[config.mk]
export PLATFORM = sky130hd
export DESIGN_NAME = delimited_field_extractor
export DESIGN_NICKNAME = d
export VERILOG_FILES = /design/src/hdl/dfe_pkg.sv /design/src/hdl/dfe_regs.sv /design/src/hdl/dfe_core.sv /design/src/hdl/dfe_serial.sv /design/src/hdl/delimited_field_extractor.sv
export SDC_FILE = /design/constraint.sdc
export NUM_CORES = 1
export LEC_CHECK = 0
export ABC_AREA = 0
export BUFFER_PORTS_ARGS = -buffer_cell sky130_fd_sc_hd__buf_2
export CORE_ASPECT_RATIO = 0.75
export CORE_MARGIN = 2
export CORE_UTILIZATION = 60
export DETAILED_ROUTE_END_ITERATION = 7
export PLACE_DENSITY = 0.79
export SLEW_MARGIN = 0
export SYNTH_ARGS = -nofsm -noshare
export SYNTH_HDL_FRONTEND = slang
export SYNTH_SLANG_ARGS = --single-unit
[constraint.sdc]
create_clock -name clk -period 12.6 [get_ports clk]
set_input_delay 0 -clock clk [delete_from_list [all_inputs] [get_ports clk]]
set_output_delay 0 -clock clk [all_outputs]
set_load 0.005 [all_outputs]
[src/hdl/dfe_pkg.sv]
`default_nettype none
package dfe_pkg;

  localparam int DEF_MAX_DELIM_BYTES = 8;
  localparam int DEF_INDEX_BITS = 16;

  localparam int DELIM_REG_BITS = 64;
  localparam int LEN_REG_BITS = 4;
  localparam int INDEX_REG_BITS = 16;
  localparam int DATA_BITS = 64;
  localparam int ADDR_BITS = 5;

  localparam logic [1:0] REG_DELIM_BYTES = 2'd0;
  localparam logic [1:0] REG_DELIM_LENGTH = 2'd1;
  localparam logic [1:0] REG_FIELD_INDEX = 2'd2;

  typedef struct packed {
    logic [7:0] text_byte;
    logic       text_last;
  } text_word_t;

  typedef struct packed {
    logic [7:0] field_byte;
    logic       byte_valid;
    logic       string_done;
    logic       field_found;
    logic       run_last;
  } result_word_t;

  typedef struct packed {
    logic has_status;
    logic found;
  } burst_flags_t;

endpackage
`default_nettype wire

[src/hdl/dfe_regs.sv]
`default_nettype none
module dfe_regs (
  input  wire logic                                clk,
  input  wire logic                                rst,
  input  wire logic                                psel,
  input  wire logic                                penable,
  input  wire logic                                pwrite,
  input  wire logic [dfe_pkg::ADDR_BITS-1:0]       paddr,
  input  wire logic [dfe_pkg::DATA_BITS-1:0]       pwdata,
  output logic      [dfe_pkg::DATA_BITS-1:0]       prdata,
  output logic      [dfe_pkg::DELIM_REG_BITS-1:0]  delim_bytes,
  output logic      [dfe_pkg::LEN_REG_BITS-1:0]    delim_len,
  output logic      [dfe_pkg::INDEX_REG_BITS-1:0]  field_index
);
  import dfe_pkg::*;

  logic       wr;
  logic [1:0] sel;

  assign wr  = psel && penable && pwrite;
  assign sel = paddr[4:3];

  always_ff @(posedge clk) begin
    if (rst) begin
      delim_bytes <= DELIM_REG_BITS'(44);
      delim_len   <= LEN_REG_BITS'(1);
      field_index <= '0;
    end else if (wr) begin
      case (sel)
        REG_DELIM_BYTES:  delim_bytes <= pwdata[DELIM_REG_BITS-1:0];
        REG_DELIM_LENGTH: delim_len   <= pwdata[LEN_REG_BITS-1:0];
        REG_FIELD_INDEX:  field_index <= pwdata[INDEX_REG_BITS-1:0];
        default: ;
      endcase
    end
  end

  always_comb begin
    case (sel)
      REG_DELIM_BYTES:  prdata = DATA_BITS'(delim_bytes);
      REG_DELIM_LENGTH: prdata = DATA_BITS'(delim_len);
      REG_FIELD_INDEX:  prdata = DATA_BITS'(field_index);
      default:          prdata = '0;
    endcase
  end

endmodule
`default_nettype wire

[src/hdl/dfe_core.sv]
`default_nettype none
module dfe_core #(
  parameter int MAX_DELIM_BYTES = dfe_pkg::DEF_MAX_DELIM_BYTES,
  parameter int INDEX_BITS = dfe_pkg::DEF_INDEX_BITS,
  localparam int CW = $clog2(MAX_DELIM_BYTES + 1),
  localparam int PW = (MAX_DELIM_BYTES > 1) ? $clog2(MAX_DELIM_BYTES) : 1
) (
  input  wire logic                                   clk,
  input  wire logic                                   rst,
  input  wire logic                                   accept,
  input  wire dfe_pkg::text_word_t                    word,
  input  wire logic [dfe_pkg::DELIM_REG_BITS-1:0]     delim_bytes,
  input  wire logic [dfe_pkg::LEN_REG_BITS-1:0]       delim_len,
  input  wire logic [dfe_pkg::INDEX_REG_BITS-1:0]     field_index,
  output logic      [MAX_DELIM_BYTES-1:0][7:0]        burst_win,
  output logic      [PW-1:0]                          burst_top,
  output logic      [CW-1:0]                          burst_count,
  output dfe_pkg::burst_flags_t                       burst_flags
);
  import dfe_pkg::*;

  logic [MAX_DELIM_BYTES-1:0][7:0] win;
  logic [CW-1:0]                   bsm;
  logic [INDEX_BITS:0]             fields_seen;
  logic                            seen_first;
  logic                            data_after_first;

  logic [MAX_DELIM_BYTES-1:0][7:0] win_next;
  logic [CW-1:0]                   bsm_next;
  logic [INDEX_BITS:0]             fields_seen_next;
  logic                            seen_first_next;
  logic                            data_after_first_next;

  logic [7:0][7:0]     dl;
  logic [LEN_REG_BITS-1:0] len4;
  logic [CW-1:0]       len;
  logic [CW:0]         cnt;
  logic [31:0]         fi32;
  logic [INDEX_BITS:0] idx;
  logic                matched;
  logic                emit;
  logic                flush_en;
  logic [CW-1:0]       p;
  logic [CW-1:0]       len_m1;

  assign dl   = delim_bytes;
  assign fi32 = {16'b0, field_index};
  assign idx  = {1'b0, fi32[INDEX_BITS-1:0]};

  always_comb begin
    if (delim_len == '0) begin
      len4 = LEN_REG_BITS'(1);
    end else if (delim_len > LEN_REG_BITS'(MAX_DELIM_BYTES)) begin
      len4 = LEN_REG_BITS'(MAX_DELIM_BYTES);
    end else begin
      len4 = delim_len;
    end
  end

  assign len    = CW'(len4);
  assign len_m1 = len - CW'(1);
  assign cnt    = {1'b0, bsm} + (CW+1)'(1);

  // shifted window, newest byte first
  always_comb begin
    win_next[0] = word.text_byte;
    for (int i = 1; i < MAX_DELIM_BYTES; i++) begin
      win_next[i] = win[i-1];
    end
  end

  always_comb begin
    logic       ok;
    logic [2:0] d_sel;
    ok = 1'b1;
    d_sel = '0;
    for (int i = 0; i < MAX_DELIM_BYTES; i++) begin
      d_sel = 3'(int'(len) - 1 - i);
      if (i < int'(len) && win_next[i] != dl[d_sel]) begin
        ok = 1'b0;
      end
    end
    matched = ok && (cnt >= {1'b0, len});
  end

  always_comb begin
    seen_first_next       = seen_first | matched;
    data_after_first_next = data_after_first | seen_first;
    if (matched && !(&fields_seen)) begin
      fields_seen_next = fields_seen + (INDEX_BITS+1)'(1);
    end else begin
      fields_seen_next = fields_seen;
    end
    if (matched) begin
      bsm_next = '0;
    end else if (cnt > (CW+1)'(MAX_DELIM_BYTES)) begin
      bsm_next = CW'(MAX_DELIM_BYTES);
    end else begin
      bsm_next = cnt[CW-1:0];
    end
  end

  assign emit     = !matched && (cnt >= {1'b0, len}) && (fields_seen == idx);
  assign flush_en = word.text_last && (fields_seen_next == idx);

  always_comb begin
    if (matched) begin
      p = '0;
    end else if (bsm_next > len_m1) begin
      p = len_m1;
    end else begin
      p = bsm_next;
    end
  end

  // emitted bytes are window entries burst_top down, burst_count of them
  always_comb begin
    burst_win = win_next;
    if (flush_en) begin
      burst_count = p + CW'(emit);
      burst_top   = PW'(burst_count - CW'(1));
    end else begin
      burst_count = CW'(emit);
      burst_top   = PW'(len_m1);
    end
    burst_flags.has_status = word.text_last;
    if (idx == '0) begin
      burst_flags.found = seen_first_next;
    end else begin
      burst_flags.found = seen_first_next && data_after_first_next
                          && (fields_seen_next >= idx);
    end
  end

  always_ff @(posedge clk) begin
    if (rst) begin
      win              <= '0;
      bsm              <= '0;
      fields_seen      <= '0;
      seen_first       <= 1'b0;
      data_after_first <= 1'b0;
    end else if (accept) begin
      if (word.text_last) begin
        win              <= '0;
        bsm              <= '0;
        fields_seen      <= '0;
        seen_first       <= 1'b0;
        data_after_first <= 1'b0;
      end else begin
        win              <= win_next;
        bsm              <= bsm_next;
        fields_seen      <= fields_seen_next;
        seen_first       <= seen_first_next;
        data_after_first <= data_after_first_next;
      end
    end
  end

endmodule
`default_nettype wire

[src/hdl/dfe_serial.sv]
`default_nettype none
module dfe_serial #(
  parameter int MAX_DELIM_BYTES = dfe_pkg::DEF_MAX_DELIM_BYTES,
  localparam int CW = $clog2(MAX_DELIM_BYTES + 1),
  localparam int PW = (MAX_DELIM_BYTES > 1) ? $clog2(MAX_DELIM_BYTES) : 1
) (
  input  wire logic                              clk,
  input  wire logic                              rst,
  input  wire logic                              load_req,
  input  wire logic [MAX_DELIM_BYTES-1:0][7:0]   burst_win,
  input  wire logic [PW-1:0]                     burst_top,
  input  wire logic [CW-1:0]                     burst_count,
  input  wire dfe_pkg::burst_flags_t             burst_flags,
  output logic                                   can_load,
  output logic                                   result_valid,
  input  wire logic                              result_stall,
  output dfe_pkg::result_word_t                  result_word
);
  import dfe_pkg::*;

  logic [MAX_DELIM_BYTES-1:0][7:0] win;
  logic [PW-1:0]                   top;
  logic [CW-1:0]                   count;
  burst_flags_t                    flags;
  logic [CW-1:0]                   ptr;
  logic                            busy;

  logic [CW:0]   total;
  logic          at_end;
  logic          take;
  logic          load;
  logic [PW-1:0] sel;
  logic          is_byte;

  assign total   = {1'b0, count} + (CW+1)'(flags.has_status);
  assign at_end  = ({1'b0, ptr} + (CW+1)'(1)) == total;
  assign take    = busy && !result_stall;
  assign can_load = !busy || (take && at_end);
  assign load    = load_req && can_load
                   && (burst_count != '0 || burst_flags.has_status);
  assign is_byte = ptr < count;
  assign sel     = top - PW'(ptr);

  assign result_valid            = busy;
  assign result_word.field_byte  = is_byte ? win[sel] : 8'd0;
  assign result_word.byte_valid  = is_byte;
  assign result_word.string_done = !is_byte;
  assign result_word.field_found = !is_byte && flags.found;
  assign result_word.run_last    = at_end;

  always_ff @(posedge clk) begin
    if (rst) begin
      busy <= 1'b0;
      ptr  <= '0;
    end else if (load) begin
      busy <= 1'b1;
      ptr  <= '0;
    end else if (take) begin
      if (at_end) begin
        busy <= 1'b0;
      end
      ptr <= ptr + CW'(1);
    end
  end

  always_ff @(posedge clk) begin
    if (load) begin
      win   <= burst_win;
      top   <= burst_top;
      count <= burst_count;
      flags <= burst_flags;
    end
  end

endmodule
`default_nettype wire

[src/hdl/delimited_field_extractor.sv]
// Streams text one byte per word and returns the bytes of the field selected
// by field_index, fields being split by a 1 to 8 byte delimiter matched
// leftmost without overlap. Bytes come out delayed by one fewer bytes than the
// delimiter length, before it is known whether the field exists; the status word
// closing each string carries field_found. A byte that yields at most one result
// is taken every cycle while result_stall is low. The final byte of a string
// yields up to MAX_DELIM_BYTES + 1 results, sent one per cycle by the output
// serializer while result_stall is low, and the input is stalled until the last
// of them leaves. Registers: delimiter bytes at 0x00 (first byte in bits 7:0),
// delimiter length at 0x08, field index at 0x10; write them only while no string
// is in flight.
`default_nettype none
module delimited_field_extractor #(
  parameter int MAX_DELIM_BYTES = dfe_pkg::DEF_MAX_DELIM_BYTES,
  parameter int INDEX_BITS = dfe_pkg::DEF_INDEX_BITS
) (
  input  wire logic                             clk,
  input  wire logic                             rst,
  input  wire logic                             psel,
  input  wire logic                             penable,
  input  wire logic                             pwrite,
  input  wire logic [dfe_pkg::ADDR_BITS-1:0]    paddr,
  input  wire logic [dfe_pkg::DATA_BITS-1:0]    pwdata,
  output logic      [dfe_pkg::DATA_BITS-1:0]    prdata,
  output logic                                  pready,
  input  wire logic                             text_valid,
  output logic                                  text_stall,
  input  wire dfe_pkg::text_word_t              text_word,
  output logic                                  result_valid,
  input  wire logic                             result_stall,
  output dfe_pkg::result_word_t                 result_word
);
  import dfe_pkg::*;

  localparam int CW = $clog2(MAX_DELIM_BYTES + 1);
  localparam int PW = (MAX_DELIM_BYTES > 1) ? $clog2(MAX_DELIM_BYTES) : 1;

  logic [DELIM_REG_BITS-1:0]       delim_bytes;
  logic [LEN_REG_BITS-1:0]         delim_len;
  logic [INDEX_REG_BITS-1:0]       field_index;
  logic [MAX_DELIM_BYTES-1:0][7:0] burst_win;
  logic [PW-1:0]                   burst_top;
  logic [CW-1:0]                   burst_count;
  burst_flags_t                    burst_flags;
  logic                            can_load;
  logic                            accept;

  assign pready     = 1'b1;
  assign text_stall = !can_load;
  assign accept     = text_valid && can_load;

  dfe_regs u_regs (
    .clk         (clk),
    .rst         (rst),
    .psel        (psel),
    .penable     (penable),
    .pwrite      (pwrite),
    .paddr       (paddr),
    .pwdata      (pwdata),
    .prdata      (prdata),
    .delim_bytes (delim_bytes),
    .delim_len   (delim_len),
    .field_index (field_index)
  );

  dfe_core #(
    .MAX_DELIM_BYTES (MAX_DELIM_BYTES),
    .INDEX_BITS      (INDEX_BITS)
  ) u_core (
    .clk         (clk),
    .rst         (rst),
    .accept      (accept),
    .word        (text_word),
    .delim_bytes (delim_bytes),
    .delim_len   (delim_len),
    .field_index (field_index),
    .burst_win   (burst_win),
    .burst_top   (burst_top),
    .burst_count (burst_count),
    .burst_flags (burst_flags)
  );

  dfe_serial #(
    .MAX_DELIM_BYTES (MAX_DELIM_BYTES)
  ) u_serial (
    .clk          (clk),
    .rst          (rst),
    .load_req     (accept),
    .burst_win    (burst_win),
    .burst_top    (burst_top),
    .burst_count  (burst_count),
    .burst_flags  (burst_flags),
    .can_load     (can_load),
    .result_valid (result_valid),
    .result_stall (result_stall),
    .result_word  (result_word)
  );

endmodule
`default_nettype wire
==> results of run 1 <==
[power breakdown]
part | internal [mW] | switching, mW | total [mW]
Clock | 0.380 | 0.324 | 0.704
Combinational | 0.127 | 0.164 | 0.291
Sequential | 0.834 | 0.0202 | 0.854
[worst register-to-register path, cell delays in order (launching register included)]
cell       delay [ns]
dfxtp_1          0.90
o21ba_1          0.42
nor2_8           0.67
inv_4            0.50
ha_1             0.40
ha_2             0.80
nor2b_1          0.66
buf_4            0.34
a221oi_1         0.12
o22a_1           0.22
xnor2_1          0.12
nor4_1           0.61
a31oi_1          0.18
a2111oi_1        0.54
a31oi_2          0.20
nor3_4           0.82
buf_4            0.38
and3_1           0.23
xnor2_1          0.14
ha_1             0.34
nand4_1          0.10
nor4_1           0.63
nand2_1          0.25
a211oi_4         0.40
mux2_2           0.38
[cells in the final DEF (no fill, tap or decap), types with 9 or more instances in the layout]
cell           count
mux4_2            78
buf_4             18
mux2_2            14
a221oi_1           9
a211oi_1          11
a22oi_1            9
nand4_1           20
a31oi_1           15
or3_1              9
ha_1              40
nor4_1            20
dlygate4sd3_1     76
nor2_1           108
clkbuf_1           9
nand2_1          208
edfxtp_1          73
buf_2            158
o22ai_1           10
inv_1             46
dfxtp_1          168
xnor2_1           59
xor2_1            44
nor3_1            22
clkbuf_16         25
o21ai_0           35
nand3_1           32
and3_1            69
and2_1            63
mux2i_1           98
nor2b_1           16
a21oi_1          169
[through the flow]
step	setup slack [ns]	instances	power, mW	hold slack, ns
floorplan	3.860	1673	1.052	0.09887
global placement	2.541	2064	1.132	0.2398
detailed placement	2.444	2064	1.138	0.2462
CTS	2.369	2186	1.846	0.03181
global route	1.718	2186	1.906	0.1070
finish	2.032	2186	1.849	0.07352
[how the worst max path moves through the flow]
stage	from	endpoint	slack, ns	cells after the start
6_report	u_regs.delim_len[0]	u_serial.top[2]	2.03	24
5_1_grt	u_regs.delim_len[0]	u_serial.top[2]	1.72	24
4_1_cts	u_regs.delim_len[0]	u_serial.top[2]	2.37	24
3_5_place_dp	u_regs.delim_len[0]	u_serial.top[2]	2.44	24
3_3_place_gp	u_regs.delim_len[0]	u_serial.top[2]	2.54	24
2_1_floorplan	u_regs.delim_len[1]	u_serial.count[0]	3.86	24
[state kept, by name, summed over array words and instances, names as in the netlist]
signal	count
u_regs.delim_bytes	64
u_serial.win	64
u_core.burst_win	56
u_core.fields_seen	17
u_regs.field_index	16
u_core.bsm	4
u_regs.delim_len	4
u_serial.count	4
u_serial.ptr	4
u_serial.top	3
u_serial.flags	2
u_core.data_after_first	1
u_core.seen_first	1
u_serial.result_valid	1
[logic make-up after synthesis]
kind of cell,Yosys count
compound gates,317
xor+xnor,105
fa+ha+maj,43
buf+inv,180
flops,241
mux,191
other cells,1
simple gates,594
[final cells by class]
cell class,instances,area (µm²)
inverter,51,193.9
tap,344,430.4
clock inverter,11,86.33
sequential,241,5555
clock buffer,35,673.1
fill,1895,7810
multi-input combinational,1252,9280
timing repair buffer,252,1687
[Yosys cell counts, drive strengths merged, types with 3 or more instances]
cell type / n / area (µm²)
o221ai: 3 / 26.28
and2: 63 / 394.1
a32o: 3 / 30.03
xor2: 45 / 394.1
o21ai: 36 / 180.2
xnor2: 59 / 516.8
a21oi: 170 / 850.8
a211oi: 12 / 102.6
inv: 50 / 190.2
a221oi: 10 / 93.84
buf: 38 / 241.5
edfxtp: 73 / 2192
nand4: 20 / 125.1
a21o: 7 / 52.55
clkbuf: 91 / 341.6
and3: 69 / 431.7
a31oi: 16 / 106.4
a22o: 3 / 26.28
nand2b: 7 / 43.79
a311o: 3 / 30.03
o22ai: 10 / 62.56
mux2i: 99 / 994.7
a22oi: 9 / 67.56
dfxtp: 168 / 3363
mux4: 78 / 1757
a2111oi: 4 / 48.80
nor3: 25 / 141.4
ha: 42 / 525.5
nor4: 21 / 137.6
nand2: 209 / 784.5
o21a: 7 / 52.55
nor2b: 16 / 100.1
a211o: 7 / 61.31
nor2: 110 / 429.2
mux2: 14 / 157.7
or3: 10 / 62.56
nand3: 32 / 160.2
[metal layers]
metal	global-route usage [%]	vias up	share of wire, %
met2	52.21	1006	43
met5	0	-	0
met1	53.08	6785	42
met3	7.790	114	12
li1	-	6348	-
met4	11.55	0	3.0
==> flow_summary_export.csv, run 1 <==
group,metric,value,unit
cells_and_area,drive_above_1_share,17.81,%
worst_setup_path,end_kind,"flip-flop",
routing,postRouteAntennaNets,0,
worst_setup_path,path_class,"reg -> reg",
cells_and_area,area_growth,14.98,%
timing,final_max_slew_viol_count,0,
worst_setup_path,r2r-end,"u_serial.top[2]",
clock_network,ctsResizeCount,0,
hold_path,holdPathStages,2,
synth,synth-simple-area-share,18.65,%
synth,syn-cell-area,15570,µm²
routing,firstDrtPassIters,6,
clock_network,clkTransAtPathRegs,0.06,ns
global_route,antenna_found_initial,0,
placed_design,gp_congestion,0.9744,
synth,synth.distinct_cells,78,
floorplanning,die_area,27270,µm²
hold_path,hold_class,"in -> reg",
floorplanning,start_util,60.56,%
clock_network,clockBufferDepth,3,
timing,rsz0062_at_grt,"no",
placed_design,hpwl,32950,µm
synth,synth-async-reset-ratio,0,%
worst_setup_path,critical_path_required,12.89,ns
timing,worstMarginPinSlew,1.201,ns
synth,syn_inst,1672,
synth,synth-edff-count,73,
worst_setup_path,startpoint_type,"flip-flop",
cells_and_area,num_antenna_cells,0,
routing,avgViaCountPerCell,6.520,
timing,final_hold_viol_count,0,
floorplanning,rows,51,
worst_setup_path,regToRegStartpoint,"u_regs.delim_len[0]",
placed_design,placed_cell_area,16390,µm²
synth,synth_warnings,0,
timing,fin_skew,0.01053,ns
synth,yosysSeqAreaShare,35.67,%
clock_network,cts_tree,"built",
routing,vias,14253,
global_route,grt_max_degree,86,
timing,setup_viol,0,
routing,drtIter0Drc,1996,
worst_setup_path,crit_slowest_cell,"dfxtp_1",
status,status,"finished clean",
clock_network,cts_setup_buffers,0,
synth,synth_top_family_by_area,"multiplexers",
worst_setup_path,ff2ff_setup_slack,2.03,ns
hold_path,hold_path_end,"u_core.burst_win[52]",
cells_and_area,utilization,69.63,%
worst_setup_path,cp.arrival,10.86,ns
timing,tns,0,ns
clock_network,cts.sinks,241,
global_route,grt_pass1_wl,75980,µm
timing,relSlewSlack,19.92,%
synth,synthAdderAreaFrac,3.503,%
synth,synth-xor-area-share,5.993,%
clock_network,worstSkewPairLatency,0.55,ns
routing,totalWireLength,49290,µm
clock_network,htreeDepth,1,
global_route,grt_usage,35.85,%
routing,route.detailed.drc,0,
placed_design,io_buffers,159,
synth,ys.flop_type,"dfxtp_1",
worst_setup_path,critPathTopFamily,"simple AND/OR/NAND/NOR gates",
clock_network,hold_buffers,76,
pwr,power_density,103.3,nW/µm²
global_route,grt_pass1_vias,13100,
worst_setup_path,worst-path-max-fanout,51,
global_route,grt_overflow,0,
timing,min_period,10.57,ns
clock_network,cts-root-buf,"clkbuf_16",
timing,fmax,0.09463,GHz
cells_and_area,postLayoutCellArea,17910,µm²
clock_network,cts_made_buffers,25,
worst_setup_path,crit_chain,"o21ba_1, nor2_8, inv_4, ha_1, ha_2, nor2b_1, buf_4, a221oi_1, o22a_1, xnor2_1, nor4_1, a31oi_1, a2111oi_1, a31oi_2, nor3_4, buf_4, and3_1, xnor2_1, ha_1, nand4_1, nor4_1, nand2_1, a211oi_4, mux2_2",
floorplanning,die_w,190.0,µm
floorplanning,io_pins,164,
cells_and_area,final_nets,1951,
worst_setup_path,path_buf_inv,3,
timing,post-route-period-util,83.87,%
pwr,leakage,7.192,nW
synth,synth.avg_cell_area,9.314,µm²
hold_path,hold_path.startpoint,"rst",
synth,synth-compound-area-share,12.49,%
floorplanning,die_height,143.5,µm
job,drv_cap,0,
synth,synthMuxAreaShare,18.68,%
routing,wl_per_cell,22.55,µm
floorplanning,coreArea,25720,µm²
worst_setup_path,max_stage_delay,0.90,ns
synth,synth.ff_latch_count,241,
worst_setup_path,r2r_cells,24,
pwr,worst_ir_drop_vdd,0.0001089,V
Power figures use the tool's default switching activity.
==> run 2, diff against run 1 <==
Settings changed: CORE_UTILIZATION 60 to 54, PLACE_DENSITY 0.79 to 0.75.
Clock period 12.6 ns to 8.5 ns, I/O delays scaled along.
==> run 2 against run 1 <==
First-iteration DRC count is 17% lower. Power is 49% higher. Die area is 11% higher. Critical path depth is 8 higher. Register-to-register slack worse by 1.4 ns. Clock power is 49% higher.
==> flow_summary_export.csv, run 2 (same netlist as run 1, synthesis figures left out) <==
group,metric,value,unit
status,status,"finished clean",
routing,route.detailed.drc,0,
floorplanning,die_w,200.1,µm
cells_and_area,final_common_cell,"nand2_1",
placed_design,io_buffers,159,
cells_and_area,final_cell_mix,"nand2_1 (208), a21oi_1 (169), dfxtp_1 (168), buf_2 (158), nor2_1 (108)",
timing,fmax,0.1265,GHz
hold_path,hold_path.startpoint,"penable",
timing,min_period,7.905,ns
cells_and_area,num_antenna_cells,0,
clock_network,clockBufferDepth,3,
global_route,antenna_found_initial,0,
clock_network,worstSkewPairLatency,0.54,ns
global_route,grt_usage,32.23,%
cells_and_area,area_growth,16.24,%
worst_setup_path,r2r-end,"u_serial.top[2]",
timing,rsz0062_at_grt,"no",
clock_network,htreeDepth,1,
routing,drtIter0Drc,1661,
routing,vias,13913,
hold_path,hold_class,"in -> reg",
worst_setup_path,worst-path-max-fanout,25,
worst_setup_path,path_common_cell,"ha_1",
placed_design,dp.cells,2119,
global_route,grt_pass1_wl,74800,µm
placed_design,pre_cts_ws,0.7291,ns
timing,relSlewSlack,21.60,%
clock_network,clkTransAtPathRegs,0.06,ns
global_route,busiest_layer,"met1",
job,drv_cap,0,
worst_setup_path,cp-endpoint,"u_serial.top[2]",
cells_and_area,fillCellCount,2240,
global_route,gr-usage-met3,7.059,%
cells_and_area,fin_cells,2241,
global_route,grt_overflow,0,
worst_setup_path,crit_start,"u_regs.delim_len[1]",
global_route,grt_max_degree,90,
worst_setup_path,critical_path_required,8.78,ns
placed_design,hpwl,33360,µm
global_route,met1_usage,49.17,%
worst_setup_path,max_stage_delay,0.63,ns
worst_setup_path,path_class,"reg -> reg",
timing,worstMarginPinSlew,1.176,ns
worst_setup_path,startpoint_type,"flip-flop",
worst_setup_path,ff2ff_setup_slack,0.59,ns
routing,totalWireLength,48190,µm
cells_and_area,drive_above_1_share,18.80,%
pwr,power_density,152.2,nW/µm²
timing,setup_viol,0,
timing,worst_slack,0.5946,ns
floorplanning,start_util,55.26,%
cells_and_area,utilization,64.23,%
floorplanning,coreArea,28180,µm²
clock_network,cts.sinks,241,
worst_setup_path,regToRegStartpoint,"u_regs.delim_len[1]",
clock_network,cts_made_buffers,25,
global_route,grt_pass1_vias,12750,
worst_setup_path,cp.arrival,8.19,ns
timing,timing.hold.ws,0.04338,ns
timing,final_max_slew_viol_count,0,
floorplanning,die_area,30230,µm²
clock_network,cts-root-buf,"clkbuf_16",
worst_setup_path,r2r_cells,32,
worst_setup_path,crit_slowest_cell,"dfxtp_1",
placed_design,gp_congestion,0.9715,
floorplanning,rows,53,
routing,avgViaCountPerCell,6.208,
clock_network,cts_tree,"built",
global_route,grt_use_met2,46.16,%
routing,wl_per_cell,21.50,µm
floorplanning,io_pins,164,
cells_and_area,final_nets,1965,
worst_setup_path,end_kind,"flip-flop",
pwr,leakage,7.277,nW
floorplanning,die_height,151.1,µm
timing,tns,0,ns
timing,post-route-period-util,93.00,%
routing,firstDrtPassIters,5,
routing,postRouteAntennaNets,0,
pwr,worst_ir_drop_vdd,0.0001246,V
timing,fin_skew,0.01065,ns
timing,final_hold_viol_count,0,
-- run 2: changes by cell type in the layout (fill, tap and decap cells not counted), sizes merged --
cell      change
clkbuf        -6
clkinvlp      +1
inv           -2
buf          +14
clkinv        +6
bufinv        +1
-- run 2: cell type report --
| type | instances | area (µm²) | area share [%] |
|---|---|---|---|
| Timing Repair Buffer | 266 | 1804 | 9.967 |
| Clock inverter | 17 | 131.4 | 0.7257 |
| Multi-Input combinational cell | 1252 | 9285 | 51.29 |
| Clock buffer | 29 | 650.6 | 3.594 |
| Inverter | 51 | 193.9 | 1.071 |
| Sequential cell | 241 | 5555 | 30.69 |
| Tap cell | 385 | 481.7 | 2.661 |
-- run 2: worst min path at each step --
stage | cells past startpoint | end
floorplan | 0 | u_serial.flags[1]
global placement | 3 | u_regs.delim_bytes[17]
detailed placement | 3 | u_regs.delim_bytes[5]
CTS | 5 | u_regs.delim_bytes[3]
global route | 5 | u_regs.delim_bytes[2]
finish | 5 | u_regs.delim_bytes[3]
-- run 2: repair_timing --
| item | 4_1_cts | 5_1_grt |
|---|---|---|
| setup buffers | 0 | 0 |
| endpoints found under the setup margin | 0 | 1 |
| hold buffers | 76 | 0 |
| endpoints found under the hold margin | 106 | 0 |
| gates resized for setup | 0 | 1 |
-- run 2: through the flow --
step	area [µm²]	total power, mW
after CTS	18100	2.759
after floorplan	15580	1.557
after detailed placement	16550	1.692
after global routing	18100	2.852
final	18100	2.755
after global placement	16550	1.683
-- run 2: layer usage --
layer | share of wire (%) | wire length, µm
met4 | 2.4 | 1144
met2 | 41 | 19930
met5 | 0 | 0
met1 | 44 | 21170
met3 | 12 | 5944
-- run 2: report_power, final --
| part | total, mW | switching, mW | internal, mW |
|---|---|---|---|
| sequential | 1.27 | 0.0292 | 1.24 |
| combinational | 0.436 | 0.244 | 0.192 |
| clock | 1.05 | 0.470 | 0.584 |
| total | 2.76 | 0.743 | 2.01 |
-- run 2: worst max-delay path: cells and delay by family (launching register included) --
family | cells | cell delay [ns]
buf+inv | 4 | 0.70
mux | 2 | 0.64
flops | 1 | 0.63
xor+xnor | 2 | 0.49
fa+ha+maj | 6 | 1.56
compound gates | 9 | 2.00
simple gates | 9 | 1.64
==> run 3, diff against run 2 <==
Settings changed: CORE_UTILIZATION 54 to 55, PLACE_DENSITY 0.75 to 0.76, SYNTH_HIERARCHICAL set to 1.
==> run 3 against run 2 <==
Fmax down 2.5%. Global-route usage grew 0.91 points. First-iteration DRC count is 23% higher. Sequential power is 5% higher. Die area is 7.7% higher. Final cell count grew 9.9%. Register-to-register slack worse by 0.20 ns. Clock power barely moved. Sequential share of layout area down 2.0 points. Worst hold slack better by 0.061 ns. Largest cell class unchanged. Largest power group unchanged.
==> flow_summary_export.csv, run 3 <==
group,metric,value,unit
timing,worst_slack,0.3957,ns
floorplanning,coreArea,30420,µm²
pwr,seq_power_share,42.5,%
placed_design,pre_cts_ws,0.5566,ns
routing,wl_per_cell,22.58,µm
worst_setup_path,r2r-end,"u_serial/win[51]",
global_route,grt_max_degree,130,
worst_setup_path,path_common_cell,"nand2_1",
hold_path,hold_path_end,"u_regs/delim_len[0]",
routing,route.detailed.drc,0,
placed_design,placed_cell_area,17760,µm²
synth,syn-cell-area,17120,µm²
timing,rsz0062_at_grt,"no",
floorplanning,rows,55,
worst_setup_path,startpoint_type,"flip-flop",
global_route,grt_pass1_vias,15092,
floorplanning,die_w,207.7,µm
worst_setup_path,end_kind,"flip-flop",
cells_and_area,postLayoutCellArea,19370,µm²
pwr,leakage,7.429,nW
cells_and_area,fin_cells,2462,
synth,syn_inst,1906,
routing,vias,15912,
clock_network,cts-root-buf,"clkbuf_16",
clock_network,cts_made_buffers,25,
synth,synth.ff_latch_count,241,
timing,min_period,8.104,ns
status,status,"finished clean",
synth,synth_warnings,6,
worst_setup_path,critPathTopFamily,"simple AND/OR/NAND/NOR gates",
worst_setup_path,regToRegStartpoint,"u_regs/delim_len[3]",
cells_and_area,fillCellCount,2511,
routing,totalWireLength,55600,µm
synth,synth-async-reset-ratio,0,%
synth,synth-edff-count,73,
cells_and_area,final_common_cell,"nand2b_1",
pwr,netSwitchingFraction,30.01,%
clock_network,htreeDepth,1,
placed_design,io_buffers,159,
synth,synthTopCellsByCount,"nand2b_1 (172), dfxtp_1 (168), nor2_1 (152), mux2i_1 (151), a21oi_1 (106)",
synth,synth_top_area_share,19.64,%
pwr,combPwrFrac,22.8,%
synth,syn_nets,2031,
placed_design,hpwl,38590,µm
floorplanning,die_height,156.8,µm
job,drv_cap,0,
pwr,power_density,161.5,nW/µm²
cells_and_area,final_nets,2169,
clock_network,worstSkewPairLatency,0.54,ns
clock_network,cts_tree,"built",
timing,final_max_slew_viol_count,0,
placed_design,gp_congestion,0.9899,
cells_and_area,area_growth,13.16,%
worst_setup_path,max_stage_delay,0.64,ns
timing,timing.hold.ws,0.1039,ns
cells_and_area,drive_above_1_share,14.74,%
timing,post-route-period-util,95.34,%
synth,yosysSeqAreaShare,32.45,%
worst_setup_path,path_buf_inv,6,
global_route,antenna_found_initial,0,
timing,final_hold_viol_count,0,
timing,fin_skew,0.01343,ns
synth,ys.flop_type,"dfxtp_1",
timing,relSlewSlack,28.08,%
worst_setup_path,path_class,"reg -> reg",
pwr,pwr-share-clk,34.7,%
clock_network,clkTransAtPathRegs,0.07,ns
floorplanning,start_util,56.29,%
hold_path,hold_class,"in -> reg",
clock_network,clockBufferDepth,3,
synth,synth.distinct_cells,93,
synth,synth_most_common_cell,"nand2b_1",
hold_path,hold_path.startpoint,"paddr[3]",
timing,setup_viol,0,
clock_network,cts.sinks,241,
floorplanning,die_area,32570,µm²
global_route,grt_pass1_wl,85250,µm
pwr,p_int,2.189,mW
synth,yosysTopAreaCell,"dfxtp_1",
hold_path,holdPathStages,3,
cells_and_area,final_cell_mix,"nand2b_1 (172), dfxtp_1 (167), buf_2 (158), mux2i_1 (151), nor2_1 (150)",
routing,drtIter0Drc,2038,
placed_design,dp.cells,2335,
global_route,grt_overflow,0,
worst_setup_path,critical_path_required,8.76,ns
worst_setup_path,worst-path-max-fanout,62,
routing,firstDrtPassIters,6,
floorplanning,io_pins,164,
synth,synth_area_leaders,"dfxtp_1 (20%), edfxtp_1 (13%), mux2i_1 (8.8%), nand2b_1 (6.3%), mux4_2 (3.6%)",
worst_setup_path,r2r_cells,29,
pwr,worst_ir_drop_vdd,0.0001522,V
worst_setup_path,crit_slowest_cell,"dfxtp_4",
worst_setup_path,cp.arrival,8.36,ns
global_route,grt_usage,33.14,%
pwr,p_sw,0.9386,mW
timing,fmax,0.1234,GHz
clock_network,cts_setup_buffers,0,
synth,synth.avg_cell_area,8.982,µm²
worst_setup_path,ff2ff_setup_slack,0.40,ns
timing,tns,0,ns
routing,avgViaCountPerCell,6.463,
timing,worstMarginPinSlew,1.078,ns
routing,postRouteAntennaNets,0,
run 3: cell count changes after synthesis, sizes merged, moves of 25 or more:
cell	delta
and3	-51
a21oi	-63
nand2b	+165
buf	+50
o21ai	+33
nand2	-131
mux4	-51
mux2i	+52
nor2	+42
o211ai	+25
run 3: power groups by stage:
stage	clock [mW]	combinational, mW	sequential (mW)
after floorplan	0	0.476	1.34
after global routing	1.14	0.774	1.34
after CTS	1.09	0.707	1.33
final	1.08	0.713	1.33
after global placement	0	0.661	1.35
after detailed placement	0	0.675	1.36
run 3: worst reg2reg max path, delay by kind of cell, from the launching register on:
family	cells	cell delay, ns
flops	1	0.64
simple gates	13	3.09
compound gates	7	2.02
fa+ha+maj	2	0.67
buf+inv	6	1.25
xor+xnor	1	0.09
run 3: cells by family after synthesis:
group	count (synthesis)	share of synthesized area, %
other	1	0.02190
buffers and inverters	222	6.724
adders and majority gates	40	2.967
DFF	241	32.45
and+or+nand+nor	675	21.70
xor gates and xnor gates	74	3.910
muxes	188	13.04
AOI/OAI and AO/OA	465	19.19
run 3: what timing repair did:
action,CTS,global route
hold buffers,81,0
endpoints found under the setup margin,0,74
endpoints found under the hold margin,111,0
resized for setup,0,4
run 3: how the worst max path moves through the flow:
stage	slack, ns	start	to	depth (start not counted)
after floorplan	0.40	u_regs/delim_len[0]	u_serial/count[0]	30
after global placement	0.68	u_regs/delim_len[3]	u_serial/win[4]	29
after detailed placement	0.56	u_regs/delim_len[3]	u_serial/win[36]	29
after CTS	0.52	u_regs/delim_len[3]	u_serial/win[36]	29
after global routing	0.02	u_regs/delim_len[3]	u_serial/win[23]	29
final	0.40	u_regs/delim_len[3]	u_serial/win[51]	29
run 3: through the flow:
stage          utilization [%]  power, mW
4_1_cts                  63.62      3.124
2_1_floorplan                -      1.816
3_5_place_dp             58.40      2.030
6_report                 63.69      3.128
5_1_grt                  63.69      3.254
3_3_place_gp             58.40      2.011
run 3: cell type report:
type | instances | area, µm² | share of cell area, %
antenna | 1 | 2.502 | 0.01292
clock buffer | 33 | 655.6 | 3.384
clock inverter | 12 | 123.9 | 0.6394
inverter | 63 | 245.2 | 1.266
multi-input combinational | 1443 | 10440 | 53.87
sequential | 241 | 5559 | 28.69
tap | 399 | 499.2 | 2.577
timing repair buffer | 270 | 1851 | 9.552
run 3: metal layers:
| layer | routed length, µm | global-route usage [%] | share of wire (%) |
|---|---|---|---|
| met4 | 1884 | 11.28 | 3.4 |
| met5 | 0 | 0 | 0 |
| met3 | 5676 | 7.786 | 10 |
| met2 | 24460 | 52.02 | 44 |
| met1 | 23580 | 45.07 | 42 |
